**src/rtl/kpsd_pkg.sv**
```systemverilog
package kpsd_pkg;

    localparam int LINE_W    = 32;
    localparam int CNT_W     = 8;
    localparam int KEY_W     = 9;
    localparam int KNUM_W    = 6;
    localparam int IDX_W     = 6;
    localparam int DRV_W     = 8;
    localparam int CFG_IDX_W = 3;
    localparam int CFG_DAT_W = 8;
    localparam int SINGLE_CAP = 32;

    localparam logic [CNT_W-1:0] LATCHED    = 8'hFF;
    localparam logic [CNT_W-1:0] JITTER_CAP = 8'd254;
    localparam logic [DRV_W-1:0] NO_DRIVE   = 8'hFF;

    localparam logic [CFG_IDX_W-1:0] CFG_SCAN_MODE   = 3'd0;
    localparam logic [CFG_IDX_W-1:0] CFG_ROW_COUNT   = 3'd1;
    localparam logic [CFG_IDX_W-1:0] CFG_COL_COUNT   = 3'd2;
    localparam logic [CFG_IDX_W-1:0] CFG_SINGLE_KEYS = 3'd3;
    localparam logic [CFG_IDX_W-1:0] CFG_JITTER      = 3'd4;

    typedef struct packed {
        logic start;
        logic read_first;
        logic step;
        logic flush;
    } t_cmd;

    typedef struct packed {
        logic done;
        logic last_key;
        logic event_hit;
        logic pend_valid;
        logic out_free;
    } t_sts;

    typedef struct packed {
        logic              event_valid;
        logic [KNUM_W-1:0] key_number;
        logic              is_press;
        logic [DRV_W-1:0]  row_drive;
        logic              last_result;
    } t_result;

endpackage

```
**src/rtl/kpsd_in_if.sv**
```systemverilog
interface kpsd_in_if;
    logic                          valid;
    logic                          ready;
    logic [kpsd_pkg::LINE_W-1:0]   line_levels;

    modport source (output valid, output line_levels, input ready);
    modport sink   (input valid, input line_levels, output ready);
endinterface

```
**src/rtl/kpsd_out_if.sv**
```systemverilog
interface kpsd_out_if;
    logic                          valid;
    logic                          ready;
    logic                          event_valid;
    logic [kpsd_pkg::KNUM_W-1:0]   key_number;
    logic                          is_press;
    logic [kpsd_pkg::DRV_W-1:0]    row_drive;
    logic                          last_result;

    modport source (output valid, output event_valid, output key_number, output is_press,
                    output row_drive, output last_result, input ready);
    modport sink   (input valid, input event_valid, input key_number, input is_press,
                    input row_drive, input last_result, output ready);
endinterface

```
**src/rtl/kpsd_ctrl.sv**
```systemverilog
module kpsd_ctrl (
    input  logic           i_clk,
    input  logic           i_rst_n,
    input  logic           i_in_valid,
    output logic           o_in_ready,
    input  kpsd_pkg::t_sts i_sts,
    output kpsd_pkg::t_cmd o_cmd
);
    import kpsd_pkg::*;

    typedef enum logic [1:0] {
        ST_IDLE,
        ST_READ,
        ST_EVAL,
        ST_FLUSH
    } t_state;

    t_state r_state, n_state;
    logic   r_rdy, n_rdy;
    logic   w_stall;

    assign w_stall = i_sts.event_hit && i_sts.pend_valid && !i_sts.out_free;

    always_comb begin
        n_state = r_state;
        n_rdy   = r_rdy;
        o_cmd   = '0;
        case (r_state)
            ST_IDLE: begin
                if (i_in_valid && r_rdy) begin
                    o_cmd.start = 1'b1;
                    n_rdy       = 1'b0;
                    n_state     = ST_READ;
                end
            end
            ST_READ: begin
                if (i_sts.done) begin
                    n_state = ST_FLUSH;
                end else begin
                    o_cmd.read_first = 1'b1;
                    n_state          = ST_EVAL;
                end
            end
            ST_EVAL: begin
                if (!w_stall) begin
                    o_cmd.step = 1'b1;
                    if (i_sts.last_key) begin
                        n_state = ST_FLUSH;
                    end
                end
            end
            ST_FLUSH: begin
                if (i_sts.out_free) begin
                    o_cmd.flush = 1'b1;
                    n_rdy       = 1'b1;
                    n_state     = ST_IDLE;
                end
            end
            default: begin
                n_state = ST_IDLE;
                n_rdy   = 1'b1;
            end
        endcase
    end

    always_ff @(posedge i_clk) begin
        if (!i_rst_n) begin
            r_state <= ST_IDLE;
            r_rdy   <= 1'b1;
        end else begin
            r_state <= n_state;
            r_rdy   <= n_rdy;
        end
    end

    assign o_in_ready = r_rdy;

endmodule

```
**src/rtl/kpsd_datapath.sv**
```systemverilog
module kpsd_datapath #(
    parameter int MAX_ROWS = 8,
    parameter int MAX_COLS = 8,
    parameter int MAX_KEYS = 64
) (
    input  logic                                i_clk,
    input  logic                                i_rst_n,
    input  logic                                i_cfg_we,
    input  logic [kpsd_pkg::CFG_IDX_W-1:0]      i_cfg_idx,
    input  logic [kpsd_pkg::CFG_DAT_W-1:0]      i_cfg_data,
    input  logic [kpsd_pkg::LINE_W-1:0]         i_lines,
    input  kpsd_pkg::t_cmd                      i_cmd,
    output kpsd_pkg::t_sts                      o_sts,
    output logic                                o_out_valid,
    output kpsd_pkg::t_result                   o_out,
    input  logic                                i_out_ready
);
    import kpsd_pkg::*;

    localparam int ADDR_W  = (MAX_KEYS > 1) ? $clog2(MAX_KEYS) : 1;
    localparam int COL_CAP = (MAX_COLS > 32) ? 32 : MAX_COLS;

    logic             r_mode;
    logic [3:0]       r_rows_cfg;
    logic [3:0]       r_cols_cfg;
    logic [5:0]       r_keys_cfg;
    logic [CNT_W-1:0] r_jit;
    logic [2:0]       r_cur_row;

    logic [LINE_W-1:0] r_lines;
    logic [IDX_W-1:0]  r_idx;
    logic [IDX_W-1:0]  r_limit;
    logic [KEY_W-1:0]  r_key;
    logic [DRV_W-1:0]  r_drive;

    logic              r_pend_valid;
    logic [KNUM_W-1:0] r_pend_key;
    logic              r_pend_press;

    logic              r_out_valid;
    t_result           r_out;

    logic [CNT_W-1:0]  r_mem [MAX_KEYS];
    logic              r_vld [MAX_KEYS];
    logic [CNT_W-1:0]  r_rd_data;
    logic              r_rd_vld;

    logic [3:0]        w_rows;
    logic [2:0]        w_row;
    logic [3:0]        w_nxt4;
    logic [2:0]        w_nxt;
    logic [IDX_W-1:0]  w_cols;
    logic [IDX_W-1:0]  w_keys;
    logic [KEY_W-1:0]  w_base;
    logic [DRV_W-1:0]  w_drive;
    logic [KEY_W-1:0]  w_key_inc;
    logic [IDX_W-1:0]  w_idx_inc;
    logic [ADDR_W-1:0] w_rd_addr;
    logic [ADDR_W-1:0] w_wr_addr;
    logic              w_rd_en;
    logic [CNT_W-1:0]  w_jt;
    logic [CNT_W-1:0]  w_cnt;
    logic [CNT_W-1:0]  w_cnt_new;
    logic              w_line;
    logic              w_act;
    logic              w_press;
    logic              w_release;
    logic              w_out_free;
    logic              w_push;
    t_result           w_push_val;

    always_comb begin
        if (r_rows_cfg == 4'd0) begin
            w_rows = 4'd1;
        end else if (r_rows_cfg > 4'(MAX_ROWS)) begin
            w_rows = 4'(MAX_ROWS);
        end else begin
            w_rows = r_rows_cfg;
        end
        w_row  = ({1'b0, r_cur_row} >= w_rows) ? 3'd0 : r_cur_row;
        w_nxt4 = {1'b0, w_row} + 4'd1;
        w_nxt  = (w_nxt4 >= w_rows) ? 3'd0 : w_nxt4[2:0];
        if (r_cols_cfg == 4'd0) begin
            w_cols = 6'd1;
        end else if ({2'b00, r_cols_cfg} > 6'(COL_CAP)) begin
            w_cols = 6'(COL_CAP);
        end else begin
            w_cols = {2'b00, r_cols_cfg};
        end
        if (r_keys_cfg == 6'd0) begin
            w_keys = 6'd1;
        end else if (r_keys_cfg > 6'(SINGLE_CAP)) begin
            w_keys = 6'(SINGLE_CAP);
        end else begin
            w_keys = r_keys_cfg;
        end
        w_base  = KEY_W'(w_row) * KEY_W'(w_cols);
        w_drive = ~(8'd1 << w_nxt);
    end

    assign w_key_inc = r_key + KEY_W'(1);
    assign w_idx_inc = r_idx + IDX_W'(1);
    assign w_rd_en   = i_cmd.read_first || i_cmd.step;
    assign w_rd_addr = i_cmd.step ? w_key_inc[ADDR_W-1:0] : r_key[ADDR_W-1:0];
    assign w_wr_addr = r_key[ADDR_W-1:0];

    assign w_jt   = (r_jit == LATCHED) ? JITTER_CAP : r_jit;
    assign w_cnt  = r_rd_vld ? r_rd_data : '0;
    assign w_line = r_lines[r_idx[4:0]];
    assign w_act  = r_mode ? w_line : !w_line;

    assign w_press   = w_act && (w_cnt >= w_jt) && (w_cnt != LATCHED);
    assign w_release = !w_act && (w_cnt == LATCHED);

    always_comb begin
        if (w_act && (w_cnt < w_jt)) begin
            w_cnt_new = w_cnt + CNT_W'(1);
        end else if (w_press) begin
            w_cnt_new = LATCHED;
        end else if (w_release) begin
            w_cnt_new = '0;
        end else begin
            w_cnt_new = w_cnt;
        end
    end

    assign w_out_free = !r_out_valid || i_out_ready;

    always_comb begin
        w_push     = 1'b0;
        w_push_val = '0;
        w_push_val.row_drive = r_drive;
        if (i_cmd.step && (w_press || w_release) && r_pend_valid) begin
            w_push                 = 1'b1;
            w_push_val.event_valid = 1'b1;
            w_push_val.key_number  = r_pend_key;
            w_push_val.is_press    = r_pend_press;
        end else if (i_cmd.flush) begin
            w_push                  = 1'b1;
            w_push_val.event_valid  = r_pend_valid;
            w_push_val.key_number   = r_pend_valid ? r_pend_key : '0;
            w_push_val.is_press     = r_pend_valid && r_pend_press;
            w_push_val.last_result  = 1'b1;
        end
    end

    always_ff @(posedge i_clk) begin
        if (!i_rst_n) begin
            r_mode       <= 1'b0;
            r_rows_cfg   <= 4'd4;
            r_cols_cfg   <= 4'd4;
            r_keys_cfg   <= 6'd8;
            r_jit        <= 8'd5;
            r_cur_row    <= '0;
            r_pend_valid <= 1'b0;
            r_out_valid  <= 1'b0;
            for (int k = 0; k < MAX_KEYS; k++) begin
                r_vld[k] <= 1'b0;
            end
        end else begin
            if (i_cfg_we) begin
                case (i_cfg_idx)
                    CFG_SCAN_MODE:   r_mode     <= i_cfg_data[0];
                    CFG_ROW_COUNT:   r_rows_cfg <= i_cfg_data[3:0];
                    CFG_COL_COUNT:   r_cols_cfg <= i_cfg_data[3:0];
                    CFG_SINGLE_KEYS: r_keys_cfg <= i_cfg_data[5:0];
                    CFG_JITTER:      r_jit      <= i_cfg_data;
                    default: ;
                endcase
            end
            if (i_cmd.start && !r_mode) begin
                r_cur_row <= w_nxt;
            end
            if (i_cmd.step) begin
                r_vld[w_wr_addr] <= 1'b1;
                if (w_press || w_release) begin
                    r_pend_valid <= 1'b1;
                end
            end else if (i_cmd.flush) begin
                r_pend_valid <= 1'b0;
            end
            if (w_push) begin
                r_out_valid <= 1'b1;
            end else if (i_out_ready) begin
                r_out_valid <= 1'b0;
            end
        end
    end

    always_ff @(posedge i_clk) begin
        if (i_cmd.start) begin
            r_lines <= i_lines;
            r_idx   <= '0;
            r_key   <= r_mode ? '0 : w_base;
            r_limit <= r_mode ? w_keys : w_cols;
            r_drive <= r_mode ? NO_DRIVE : w_drive;
        end else if (i_cmd.step) begin
            r_idx <= w_idx_inc;
            r_key <= w_key_inc;
        end
        if (i_cmd.step && (w_press || w_release)) begin
            r_pend_key   <= r_key[KNUM_W-1:0];
            r_pend_press <= w_press;
        end
        if (i_cmd.step) begin
            r_mem[w_wr_addr] <= w_cnt_new;
        end
        if (w_rd_en) begin
            r_rd_data <= r_mem[w_rd_addr];
            r_rd_vld  <= r_vld[w_rd_addr];
        end
        if (w_push) begin
            r_out <= w_push_val;
        end
    end

    assign o_sts.done       = (r_idx == r_limit) || (r_key >= KEY_W'(MAX_KEYS));
    assign o_sts.last_key   = (w_idx_inc == r_limit) || (w_key_inc >= KEY_W'(MAX_KEYS));
    assign o_sts.event_hit  = w_press || w_release;
    assign o_sts.pend_valid = r_pend_valid;
    assign o_sts.out_free   = w_out_free;

    assign o_out_valid = r_out_valid;
    assign o_out       = r_out;

    a_flush_emits_last: assert property (@(posedge i_clk) disable iff (!i_rst_n)
        i_cmd.flush |=> (r_out_valid && r_out.last_result))
        else $error("final result not presented after flush");

    a_step_in_range: assert property (@(posedge i_clk) disable iff (!i_rst_n)
        i_cmd.step |-> ((r_idx < r_limit) && (r_key < KEY_W'(MAX_KEYS))))
        else $error("key step outside scan range");

    a_no_overwrite: assert property (@(posedge i_clk) disable iff (!i_rst_n)
        (w_push && r_out_valid) |-> i_out_ready)
        else $error("output register overwritten before it was taken");

endmodule

```
**src/rtl/keypad_scan_debounce.sv**
```systemverilog
// Channel   Direction  Payload                                              Beat
// i_samp    in         line_levels[31:0]                                    one sense sample
// o_evt     out        event_valid, key_number, is_press, row_drive, last   one result
// i_cfg_*   in         i_cfg_idx selects the register, i_cfg_data[7:0]      write when i_cfg_we
//
// One sample walks the counter memory over the keys scanned (columns in matrix mode, keys
// in single mode, at most 32), one key a cycle unless a stalled output holds the scan.
// Reset is synchronous; counters read as zero until first written after reset.
// A new sample is taken only once all results of the previous one are in the output register.
// A stalled output holds the scan at the next event and at the final result.
module keypad_scan_debounce #(
    parameter int MAX_ROWS = 8,
    parameter int MAX_COLS = 8,
    parameter int MAX_KEYS = 64
) (
    input  logic                           i_clk,
    input  logic                           i_rst_n,
    input  logic                           i_cfg_we,
    input  logic [kpsd_pkg::CFG_IDX_W-1:0] i_cfg_idx,
    input  logic [kpsd_pkg::CFG_DAT_W-1:0] i_cfg_data,
    kpsd_in_if.sink                        i_samp,
    kpsd_out_if.source                     o_evt
);
    import kpsd_pkg::*;

    t_cmd    w_cmd;
    t_sts    w_sts;
    t_result w_res;
    logic    w_res_valid;
    logic    w_in_ready;

    kpsd_ctrl u_ctrl (
        .i_clk      (i_clk),
        .i_rst_n    (i_rst_n),
        .i_in_valid (i_samp.valid),
        .o_in_ready (w_in_ready),
        .i_sts      (w_sts),
        .o_cmd      (w_cmd)
    );

    kpsd_datapath #(
        .MAX_ROWS (MAX_ROWS),
        .MAX_COLS (MAX_COLS),
        .MAX_KEYS (MAX_KEYS)
    ) u_dp (
        .i_clk       (i_clk),
        .i_rst_n     (i_rst_n),
        .i_cfg_we    (i_cfg_we),
        .i_cfg_idx   (i_cfg_idx),
        .i_cfg_data  (i_cfg_data),
        .i_lines     (i_samp.line_levels),
        .i_cmd       (w_cmd),
        .o_sts       (w_sts),
        .o_out_valid (w_res_valid),
        .o_out       (w_res),
        .i_out_ready (o_evt.ready)
    );

    assign i_samp.ready      = w_in_ready;
    assign o_evt.valid       = w_res_valid;
    assign o_evt.event_valid = w_res.event_valid;
    assign o_evt.key_number  = w_res.key_number;
    assign o_evt.is_press    = w_res.is_press;
    assign o_evt.row_drive   = w_res.row_drive;
    assign o_evt.last_result = w_res.last_result;

endmodule

```
**src/flat_wrapper.sv**
```systemverilog
// flat-port wrapper written by rule: the top's interface ports become plain ports
module keypad_scan_debounce_flat import kpsd_pkg::*;
#(
    parameter int MAX_ROWS = 8,
    parameter int MAX_COLS = 8,
    parameter int MAX_KEYS = 64
)
  (i_clk, i_rst_n, i_cfg_we, i_cfg_idx, i_cfg_data, i_samp_valid, i_samp_line_levels, i_samp_ready, o_evt_valid, o_evt_event_valid, o_evt_key_number, o_evt_is_press, o_evt_row_drive, o_evt_last_result, o_evt_ready);
  kpsd_in_if i_samp_i ();
  kpsd_out_if o_evt_i ();
  input  logic i_clk;
  input  logic i_rst_n;
  input  logic i_cfg_we;
  input  logic [kpsd_pkg::CFG_IDX_W-1:0] i_cfg_idx;
  input  logic [kpsd_pkg::CFG_DAT_W-1:0] i_cfg_data;
  input wire logic [$bits(i_samp_i.valid)-1:0] i_samp_valid;
  input wire logic [$bits(i_samp_i.line_levels)-1:0] i_samp_line_levels;
  output wire logic [$bits(i_samp_i.ready)-1:0] i_samp_ready;
  output wire logic [$bits(o_evt_i.valid)-1:0] o_evt_valid;
  output wire logic [$bits(o_evt_i.event_valid)-1:0] o_evt_event_valid;
  output wire logic [$bits(o_evt_i.key_number)-1:0] o_evt_key_number;
  output wire logic [$bits(o_evt_i.is_press)-1:0] o_evt_is_press;
  output wire logic [$bits(o_evt_i.row_drive)-1:0] o_evt_row_drive;
  output wire logic [$bits(o_evt_i.last_result)-1:0] o_evt_last_result;
  input wire logic [$bits(o_evt_i.ready)-1:0] o_evt_ready;
  assign i_samp_i.valid = i_samp_valid;
  assign i_samp_i.line_levels = i_samp_line_levels;
  assign i_samp_ready = i_samp_i.ready;
  assign o_evt_valid = o_evt_i.valid;
  assign o_evt_event_valid = o_evt_i.event_valid;
  assign o_evt_key_number = o_evt_i.key_number;
  assign o_evt_is_press = o_evt_i.is_press;
  assign o_evt_row_drive = o_evt_i.row_drive;
  assign o_evt_last_result = o_evt_i.last_result;
  assign o_evt_i.ready = o_evt_ready;
  keypad_scan_debounce #(.MAX_ROWS(MAX_ROWS), .MAX_COLS(MAX_COLS), .MAX_KEYS(MAX_KEYS)) u_core (.i_clk(i_clk), .i_rst_n(i_rst_n), .i_cfg_we(i_cfg_we), .i_cfg_idx(i_cfg_idx), .i_cfg_data(i_cfg_data), .i_samp(i_samp_i), .o_evt(o_evt_i));
endmodule
```
**config.mk**
```make
export PLATFORM = sky130hd
export DESIGN_NAME = keypad_scan_debounce_flat
export DESIGN_NICKNAME = d
export VERILOG_FILES = /design/src/rtl/kpsd_pkg.sv /design/src/rtl/kpsd_in_if.sv /design/src/rtl/kpsd_out_if.sv /design/src/rtl/kpsd_ctrl.sv /design/src/rtl/kpsd_datapath.sv /design/src/rtl/keypad_scan_debounce.sv /design/src/flat_wrapper.sv
export SDC_FILE = /design/constraint.sdc
export NUM_CORES = 1
export LEC_CHECK = 0
export BUFFER_PORTS_ARGS = -buffer_cell sky130_fd_sc_hd__buf_2
export CELL_PAD_IN_SITES_DETAIL_PLACEMENT = 0
export CELL_PAD_IN_SITES_GLOBAL_PLACEMENT = 1
export CORE_MARGIN = 2
export CORE_UTILIZATION = 52
export DETAILED_ROUTE_END_ITERATION = 7
export HOLD_SLACK_MARGIN = 0.02
export PLACE_DENSITY_LB_ADDON = 0.1
export SLEW_MARGIN = 20
export SYNTH_ARGS = -nofsm -noshare
export SYNTH_HDL_FRONTEND = slang
export SYNTH_SLANG_ARGS = --single-unit
```
**constraint.sdc**
```tcl
create_clock -name i_clk -period 8.8 [get_ports i_clk]
set_input_delay 0 -clock i_clk [delete_from_list [all_inputs] [get_ports i_clk]]
set_output_delay 0 -clock i_clk [all_outputs]
set_load 0.1 [all_outputs]
```
Yosys cells after proc, flatten, opt, wreduce, memory -nomap -nowiden
Memories as Yosys holds them, arrays and structs flattened. A register that Yosys moved wholly into a read port is not among the register bits.
Index checks and enable logic that the tools add are counted.
{"block": "word_totals", "reg_bits": 116, "memories": 2, "ramBits": 576, "out_inout_bits": 19, "elab_cells": 153}
{"name": "u_core.u_dp.r_mem", "words": 64, "width": 8, "read_ports": 1, "rd_clocked_by_memory_dff": 1, "write_ports": 1, "line_no": "kpsd_datapath.sv:43", "text": "logic [CNT_W-1:0] r_mem [MAX_KEYS];"}
{"name": "u_core.u_dp.r_vld", "words": 64, "width": 1, "read_ports": 1, "rd_clocked_by_memory_dff": 1, "write_ports": 64, "line_no": "kpsd_datapath.sv:44", "text": "logic r_vld [MAX_KEYS];"}
{"block": "classes", "n_reduce_logical": 39, "mul": 1, "shift": 1, "n_mux": 56, "order_cmp": 10, "addsub": 4, "bitwise_logic": 1, "n_eq_ne": 17}
{"cell": "$mux 8", "count": 6}
{"cell": "$mux 6", "count": 6}
{"cell": "$mux 1", "count": 27}
{"cell": "$mux 9", "count": 3}
{"cell": "$ge 9x7->1 const B", "count": 2}
{"cell": "$eq 8x8->1 const B", "count": 2}
{"cell": "$mux 4", "count": 4}
{"cell": "$eq 6x6->1", "count": 2}
{"cell": "$reduce_and 2->1", "count": 6}
{"cell": "$logic_and 1x1->1", "count": 11}
{"cell": "$add 9x1->9 const B", "count": 1}
{"cell": "$mul 3x6->9", "count": 1}
{"cell": "$add 8x1->8 const B", "count": 1}
{"cell": "$ge 8x8->1", "count": 1}
{"cell": "$gt 4x4->1 const B", "count": 2}
{"cell": "$logic_not 4->1", "count": 2}
{"cell": "$lt 8x8->1", "count": 1}
{"cell": "$mux 2", "count": 4}
{"cell": "$ne 2x2->1 const B", "count": 4}
{"cell": "$ne 8x8->1 const B", "count": 1}
{"cell": "$not 8->8", "count": 1}
{"cell": "$pmux 2 s4", "count": 1}
{"cell": "$reduce_bool 2->1", "count": 4}
{"cell": "$shl 1x3->8 const A", "count": 1}
{"cell": "24 further kinds", "count": 35}

Logic depth before layout (Yosys ltp)
Gate-level depths: netlist of run 1.
{"block": "logic_depth", "ltp_word": 16, "mapped_depth": 19, "depth_no_buf": 19}

By module
A second synthesis of run 1 with hierarchy kept.
{"block": "hier_totals", "hier_cells": 1602, "hier_area_um2": 28603.7}
{"mod": "kpsd_datapath", "seq_area_each_um2": 19979.2, "cells_each": 1569, "n_inst": 1, "area_each_um2": 28309.7}
{"mod": "kpsd_ctrl", "seq_area_each_um2": 60.1, "cells_each": 33, "n_inst": 1, "area_each_um2": 294.0}

Worst setup path after synthesis of run 1
No wires, ideal clock.
{"block": "synth_path", "path_type": "flip-flop to flip-flop", "startpoint": "register u_core.u_dp.r_rd_vld, read port of u_core.u_dp.r_vld", "endpoint": "memory u_core.u_dp.r_mem[0][6] (data pin)", "stages_incl_launch_ff": 10, "t_required_ns": 7.792, "synth_period_minus_slack_ns": 7.198, "arrival_ns": 6.190, "n_path_buf": 1, "setup_slack_ns": 1.602, "setup_ns": 1.008, "cell_sequence": "edfxtp_1 and2_1 ha_1 nor2b_1 o21ai_0 nand2b_1 a21o_1 a211o_1 clkbuf_1 o311ai_0"}
{"block": "synth_via", "elab_chain_cells": 6, "word_cells_on_any_way": 13, "cone_classes": "1 x add/sub; 2 x order compare; 2 x eq/ne; 4 x mux; 4 x reduce/logical"}
{"element": "start, declared", "line_no": "kpsd_datapath.sv:46", "text": "logic r_rd_vld;"}
{"element": "$mux 8 *", "line_no": "kpsd_datapath.sv:108", "text": "assign w_cnt = r_rd_vld ? r_rd_data : '0;"}
{"element": "$ge 8x8->1 / $eq 8x8->1 (equally long branches)", "line_no": "kpsd_datapath.sv:112, kpsd_datapath.sv:113"}
{"element": "$logic_and 1x1->1, on equally long branches", "line_no": "kpsd_datapath.sv:112, kpsd_datapath.sv:113"}
{"element": "$logic_and 1x1->1 / $mux 8 (equally long branches)", "line_no": "kpsd_datapath.sv:112, kpsd_datapath.sv:120"}
{"element": "$mux 8", "line_no": "kpsd_datapath.sv:118", "text": "end else if (w_press) begin"}
{"element": "$mux 8 *", "line_no": "kpsd_datapath.sv:116", "text": "if (w_act && (w_cnt < w_jt)) begin"}
{"element": "net u_core.u_dp.w_cnt_new[6]", "line_no": "kpsd_datapath.sv:63", "text": "logic [CNT_W-1:0] w_cnt_new;"}
{"element": "end, declared", "line_no": "kpsd_datapath.sv:43"}
Mark *: on every way through the listed nets, which the timed path passes. The rest lies on a longest branch.

Final worst setup path of run 1
{"block": "layout_path", "startpoint": "register u_core.u_dp.r_rd_vld, read port of u_core.u_dp.r_vld", "endpoint": "register u_core.u_dp.r_rd_data[5], read port of u_core.u_dp.r_mem (data pin)"}
{"block": "layout_via", "elab_chain_cells": 10, "word_cells_on_any_way": 14, "cone_classes": "1 x order compare; 2 x eq/ne; 4 x mux; 7 x reduce/logical"}
{"element": "$mux 8 *", "line_no": "kpsd_datapath.sv:108"}
{"element": "$ge 8x8->1", "line_no": "kpsd_datapath.sv:112", "text": "assign w_press = w_act && (w_cnt >= w_jt) && (w_cnt != LATCHED);"}
{"element": "$logic_and 1x1->1 (2 in a row)", "line_no": "kpsd_datapath.sv:112"}
{"element": "$logic_or 1x1->1 *", "line_no": "kpsd_datapath.sv:219", "text": "assign o_sts.event_hit = w_press || w_release;"}
{"element": "$logic_and 1x1->1 * (2 in a row)", "line_no": "kpsd_ctrl.sv:22", "text": "assign w_stall = i_sts.event_hit && i_sts.pend_valid && !i_sts.out_free;"}
{"element": "$mux 1 *", "line_no": "kpsd_ctrl.sv:45", "text": "if (!w_stall) begin"}
{"element": "$mux 1 *", "line_no": "kpsd_ctrl.sv:28", "text": "case (r_state)"}
{"element": "$mux 6 / $logic_or 1x1->1 (equally long branches)", "line_no": "kpsd_datapath.sv:104, kpsd_datapath.sv:103"}
{"element": "end, declared", "line_no": "kpsd_datapath.sv:45", "text": "logic [CNT_W-1:0] r_rd_data;"}
Mark *: on every way between the ends. The rest lies on a longest branch, timed or not.
A chain may end at the register's enable or synchronous reset.

==> results of run 1 <==
==> metal layers <==
metal  global-route usage [%]  up-vias
met1                     39.8    10356
li1                         -     9309
met3                     5.00      134
met2                     44.3      833
met5                        0        -
met4                     7.75        2
==> state kept, by name, indices dropped and copies added (netlist names), 2 cells and up <==
signal                  cells
u_core.u_dp.r_mem         512
u_core.u_ctrl.r_state       2
u_core.u_dp.r_cols_cfg      4
u_core.u_dp.r_rd_data       8
u_core.u_dp.r_idx           6
u_core.u_dp.r_lines        32
u_core.u_dp.r_drive         8
u_core.u_dp.r_jit           8
u_core.u_dp.r_limit         6
u_core.u_dp.r_pend_key      6
u_core.u_dp.r_keys_cfg      6
u_core.u_dp.r_rows_cfg      4
u_core.u_dp.r_cur_row       3
u_core.u_dp.r_key           9
u_core.u_dp.o_out          17
u_core.u_dp.r_vld          64
==> cell type report <==
type / count / area, um2
inverters: 100 / 375
clock buffers: 110 / 2160
clock inverters: 29 / 234
fillers: 4680 / 23400
repair buffers: 164 / 1250
well taps: 765 / 957
flip-flops and latches: 701 / 20000
multi-input cells: 1421 / 9280
==> synth_stat cells (37+ instances only) <==
master	count
edfxtp_1	600
nor2_1	105
a211oi_1	45
a31oi_1	37
mux2i_1	41
nand4_1	39
inv_1	97
and3_1	122
dfxtp_1	101
nand3_1	223
o211a_1	43
o21a_1	64
nand2_1	79
clkbuf_1	155
o21ai_0	239
==> metrics by stage <==
step                      util (%)  instance area (um2)  cells  setup WS (ps)
after global routing          59.4                34300   3290           2480
after detailed placement      54.3                31300   3094           2530
after floorplan                  -                30400   2415           1600
final                         59.4                34300   3290           2870
after global placement        54.3                31300   3094           2730
after CTS                     59.4                34300   3290           2580
==> report_power, final <==
group	internal [mW]	switching (mW)	total [mW]	leakage (nW)
sequential	4.88	0.168	5.05	6.24
combinational	1.32	4.07	5.39	4.62
clock	1.77	1.29	3.06	1.18
==> cell families after synthesis <==
family	Yosys count	share of synthesized area, %
DFF	701	65.9
and+or+nand+nor	730	13.4
muxes	46	1.61
AOI/OAI and AO/OA	580	12.7
buffers and inverters	293	3.89
xor gates and xnor gates	31	0.955
adders and majority gates	34	1.47
==> worst max-delay path by stage <==
stage and endpoint:
2_1_floorplan u_core.u_dp.r_mem[0][6], 3_3_place_gp u_core.u_dp.r_rd_data[3], 3_5_place_dp u_core.u_dp.r_rd_data[3], 4_1_cts u_core.u_dp.r_rd_data[3], 5_1_grt u_core.u_dp.r_rd_data[2], 6_report u_core.u_dp.r_rd_data[5]
==> worst max-delay path, stage by stage (launching register included) <==
cell,delay [ps]
edfxtp_1,530
and2_1,250
ha_1,300
nor2b_1,130
o21ai_0,230
a21oi_1,150
o21ai_0,330
mux2i_2,240
o31ai_4,360
buf_4,730
buf_4,860
nand3_1,120
and3_1,220
nor4b_1,680
and4b_1,330
mux2i_1,180
==> results.py, run 1 <==
metrics = {
    "outcome": {
        "status": "finished, final reports clean",
    },
    "critical_path": {
        "worstSetupPathType": "reg2reg",
        "end_kind": "register",
        "start_kind": "register",
        "worstPathMaxFanout": 85,
        "rr_startpoint": "u_core.u_dp.r_rd_vld",
        "critPathRequiredTime_ps": 9270,
        "timing.rr.end": "u_core.u_dp.r_rd_data[5]",
        "cp.arrival_ps": 6400,
        "ff2ff_path_depth": 15,
        "cp-startpoint": "u_core.u_dp.r_rd_vld",
        "r2r_slack_ps": 2870,
    },
    "floorplan": {
        "start_util_pct": 52.7,
        "die_y_um": 246,
        "die-area_um2": 60400,
        "num_rows": 88,
        "core_area_um2": 57700,
        "ios": 67,
        "die_w_um": 246,
    },
    "sta": {
        "final.period_utilization_pct": 67.4,
        "slew_viol_final": 0,
        "setup_viol": 0,
        "relSlewSlack_pct": 22.2,
        "rsz0062_at_grt": "false",
        "holdWs_ps": 111,
        "tightest_slew_ps": 1150,
        "finalHoldViolCount": 0,
        "fin_crit_ps": 5930,
        "skew_ps": 40.3,
        "fmax_mhz": 169,
        "tns_ps": 0,
    },
    "placed_design": {
        "dpl.hpwl_um": 48800,
        "globalplace.congestion": 0.880,
        "port_buffers": 66,
    },
    "cts": {
        "cts_tree": "done",
        "cts_buffer_depth": 3,
        "clock-sinks": 701,
        "clkTransAtPathRegs_ps": 60,
        "worstSkewPairLatency_ps": 640,
        "htree_levels": 3,
        "cts_made_buffers": 75,
        "cts_hold_buf": 57,
        "cts.repair.resized": 0,
        "post-cts-setup-buffer-count": 0,
        "cts_root_buf": "clkbuf_16",
    },
    "yosys": {
        "synth_area_um2": 30400,
        "synth_edf_count": 600,
        "synthCells": 2415,
        "synth-seq-cells": 701,
        "yosysTopAreaCellShare_pct": 59.3,
        "yosys.area.top_type": "edfxtp_1",
        "async_flop_share_pct": 0,
        "synth_cell_types": 71,
        "synthFlopType": "edfxtp_1",
        "synthTopCellsByArea": "edfxtp_1 59%, dfxtp_1 6.7%, o21ai_0 3.9%",
        "synth_area_per_cell_um2": 12.6,
        "synth-seq-area-share_pct": 65.9,
        "syn_nets": 2497,
        "yosysWarnings": 0,
    },
    "detailed_routing": {
        "route.met3.wl_um": 6370,
        "antenna_left": 0,
        "drtIter0Drc": 2026,
        "drc": 0,
        "drt-vias-per-instance": 6.27,
        "num_vias": 20634,
        "drt_wl_total_um": 84200,
        "drt-wirelength-per-cell_um": 25.6,
        "dr.pass1.iters": 6,
        "wl_met1_um": 36300,
        "met2_length_um": 39600,
        "top_layer_used": "met5",
    },
    "grt": {
        "overflow": 0,
        "grt_pass1_wl_um": 127000,
        "grt_max_degree": 180,
        "grt.total_usage_pct": 28.0,
        "grt_pass1_vias": 19818,
        "antenna_found_initial": 4,
    },
    "worst_hold_path": {
        "holdPathStages": 2,
        "min_from": "i_samp_line_levels[25]",
        "hp-class": "in2reg",
        "whs_endpoint": "u_core.u_dp.r_lines[25]",
    },
    "run": {
        "drv_cap": 0,
    },
    "finish": {
        "layout_commonest_cell": "edfxtp_1",
        "layout-drive-gt1-share_pct": 10.4,
        "area_delta_synth_final_pct": 12.8,
        "antenna_cells": 0,
        "layout_common_cells": "600 x edfxtp_1, 239 x o21ai_0, 222 x nand3_1",
        "nets": 2545,
    },
    "power_and_ir_drop": {
        "p_leak_nw": 12.0,
        "power.density_nw_per_um2": 394,
        "vdd_drop_max_mv": 0.565,
        "power_mw": 13.5,
    },
}
(Power assumes the default switching activity.)
==> run 2: changes to the inputs <==
--- a/config.mk
+++ b/config.mk
@@ -9,7 +9,7 @@
 export CELL_PAD_IN_SITES_DETAIL_PLACEMENT = 0
 export CELL_PAD_IN_SITES_GLOBAL_PLACEMENT = 1
 export CORE_MARGIN = 2
-export CORE_UTILIZATION = 52
+export CORE_UTILIZATION = 47
 export DETAILED_ROUTE_END_ITERATION = 7
 export HOLD_SLACK_MARGIN = 0.02
 export PLACE_DENSITY_LB_ADDON = 0.1
==> constraint.sdc (replaced) <==
create_clock -name i_clk -period 5.4 [get_ports i_clk]
set_input_delay 0 -clock i_clk [delete_from_list [all_inputs] [get_ports i_clk]]
set_output_delay 0 -clock i_clk [all_outputs]
set_load 0.1 [all_outputs]
==> run 2 against run 1 <==
Effect of this change: count of clock-buffer cells in the layout is 2 higher; routed wire length is 5.1% higher; global-route usage is 1.8 points lower; combinational power is 76% higher; core utilization is 5.0 points lower; clock power is 68% higher; die area is 10% higher; first-iteration DRC count is 9.2% higher; critical path type unchanged; largest power group unchanged.
==> results.py, run 2 (synthesized netlist as in run 1, its figures left out) <==
metrics = {
    "outcome": {
        "status": "finished, final reports clean",
    },
    "finish": {
        "top_register": "u_core.u_dp.r_mem",
        "nets": 2585,
        "largestRegisters": "u_core.u_dp.r_mem (512), u_core.u_dp.r_vld (64), u_core.u_dp.r_lines (32)",
        "layout_commonest_cell": "edfxtp_1",
        "area_delta_synth_final_pct": 15.0,
        "fillers": 5446,
        "layout_common_cells": "600 x edfxtp_1, 239 x o21ai_0, 222 x nand3_1",
        "largest_reg_flops": 512,
        "postLayoutCoreUtil_pct": 54.4,
        "layout-drive-gt1-share_pct": 11.4,
        "antenna_cells": 0,
    },
    "sta": {
        "final.period_utilization_pct": 93.6,
        "setup_slack_ps": 344,
        "slew_viol_final": 0,
        "setup_viol": 0,
        "relSlewSlack_pct": 20.8,
        "finalHoldViolCount": 0,
        "tns_ps": 0,
        "rsz0062_at_grt": "false",
        "tightest_slew_ps": 1170,
        "skew_ps": 29.6,
        "fmax_mhz": 198,
        "fin_crit_ps": 5060,
    },
    "cts": {
        "worstSkewPairLatency_ps": 630,
        "clock-sinks": 701,
        "cts_tree": "done",
        "clkTransAtPathRegs_ps": 60,
        "post-cts-setup-buffer-count": 0,
        "htree_levels": 3,
        "cts_buffer_depth": 3,
        "cts_root_buf": "clkbuf_16",
        "cts_hold_buf": 63,
        "cts_made_buffers": 77,
        "cts.repair.resized": 0,
    },
    "grt": {
        "grt_util_met3_pct": 4.27,
        "grt_util_met2_pct": 41.6,
        "grt_max_degree": 154,
        "grt.total_usage_pct": 26.2,
        "overflow": 0,
        "grt_pass1_wl_um": 131000,
        "grt_pass1_vias": 19933,
        "antenna_found_initial": 2,
        "use_met1_pct": 37.0,
        "busiest_layer": "met2",
    },
    "power_and_ir_drop": {
        "vdd_drop_max_mv": 0.535,
        "p_leak_nw": 12.3,
        "power_mw": 22.7,
        "power.density_nw_per_um2": 650,
    },
    "critical_path": {
        "slowest_delay_ps": 630,
        "crit_chain": "and2_1 -> ha_1 -> nor2b_1 -> o21ai_0 -> a21oi_1 -> o21ai_0 -> mux2i_2 -> o31ai_4 -> buf_4 -> buf_4 -> nand3_1 -> a311oi_1 -> nor4b_1 -> buf_4 -> nor4_1 -> buf_4 -> mux2i_1",
        "cp.arrival_ps": 5540,
        "crit_buf_inv": 4,
        "worstSetupPathType": "reg2reg",
        "critPathSlowestCell": "nor4b_1",
        "worstPathMaxFanout": 30,
        "end_kind": "register",
        "start_kind": "register",
        "crit_cells": 17,
        "ff2ff_path_depth": 17,
        "path_delay_family": "compound AO/OA/AOI/OAI gates",
        "critPathRequiredTime_ps": 5880,
        "path_common_cell": "buf_4",
    },
    "worst_hold_path": {
        "hp-class": "in2reg",
        "holdPathStages": 2,
    },
    "placed_design": {
        "port_buffers": 66,
        "globalplace.congestion": 0.868,
        "pre_cts_slack_ps": 426,
        "dpl.hpwl_um": 53000,
    },
    "floorplan": {
        "die_w_um": 258,
        "core_area_um2": 64200,
        "start_util_pct": 47.3,
        "num_rows": 93,
        "ios": 67,
        "die-area_um2": 66700,
        "die_y_um": 258,
    },
    "detailed_routing": {
        "drt-vias-per-instance": 6.09,
        "antenna_left": 0,
        "dr.pass1.iters": 8,
        "drtIter0Drc": 2212,
        "drt_wl_total_um": 88600,
        "num_vias": 20840,
        "drc": 0,
        "drt-wirelength-per-cell_um": 25.9,
    },
    "run": {
        "drv_cap": 0,
    },
}
[run 2: worst register-to-register path, cell delays in order, from the launching register on]
cell and delay, ps:
edfxtp_1 470, and2_1 230, ha_1 300, nor2b_1 130, o21ai_0 220, a21oi_1 140, o21ai_0 290, mux2i_2 230
o31ai_4 460, buf_4 410, buf_4 350, nand3_1 120, a311oi_1 360, nor4b_1 630, buf_4 220, nor4_1 40
buf_4 200, mux2i_1 120
[run 2: through the flow]
| stage | cell area (um2) | hold slack, ps | cells |
|---|---|---|---|
| detailed placement | 31900 | 178 | 3216 |
| finish | 35000 | 93.5 | 3422 |
| CTS | 35000 | 61.3 | 3422 |
| floorplan | 30400 | 98.9 | 2415 |
| global route | 35000 | 77.8 | 3422 |
| global placement | 31800 | 179 | 3216 |
[run 2: final cells by class]
cell class | count | area, um2 | area share [%]
Tap cell | 855 | 1070 | 3.06
Multi-Input combinational cell | 1421 | 9290 | 26.6
Clock buffer | 112 | 2220 | 6.36
Inverter | 100 | 375 | 1.07
Clock inverter | 31 | 245 | 0.702
Timing Repair Buffer | 202 | 1710 | 4.90
Sequential cell | 701 | 20000 | 57.3
[run 2: path summary, 6_finish.rpt]
kind | end | startpoint | slack [ps]
max reg2reg | u_core.u_dp.r_rd_data[5] | u_core.u_dp.r_rd_vld | 340
min | u_core.u_dp.r_lines[5] | i_samp_line_levels[5] | 90
min reg2reg | u_core.u_dp.o_out[1] | u_core.u_dp.r_drive[0] | 420
max | u_core.u_dp.r_rd_data[5] | u_core.u_dp.r_rd_vld | 340
[run 2: power by group]
group | switching (mW) | internal (mW) | total [mW] | leakage [nW]
combinational | 6.94 | 2.51 | 9.46 | 4.86
clock | 2.13 | 3.00 | 5.14 | 1.21
sequential | 0.179 | 7.94 | 8.12 | 6.24
[run 2: metal layers]
metal	up-vias	part of all wire (%)
met5	-	0
met4	0	3.1
met3	160	6.5
met2	769	47
met1	10507	43
li1	9404	-
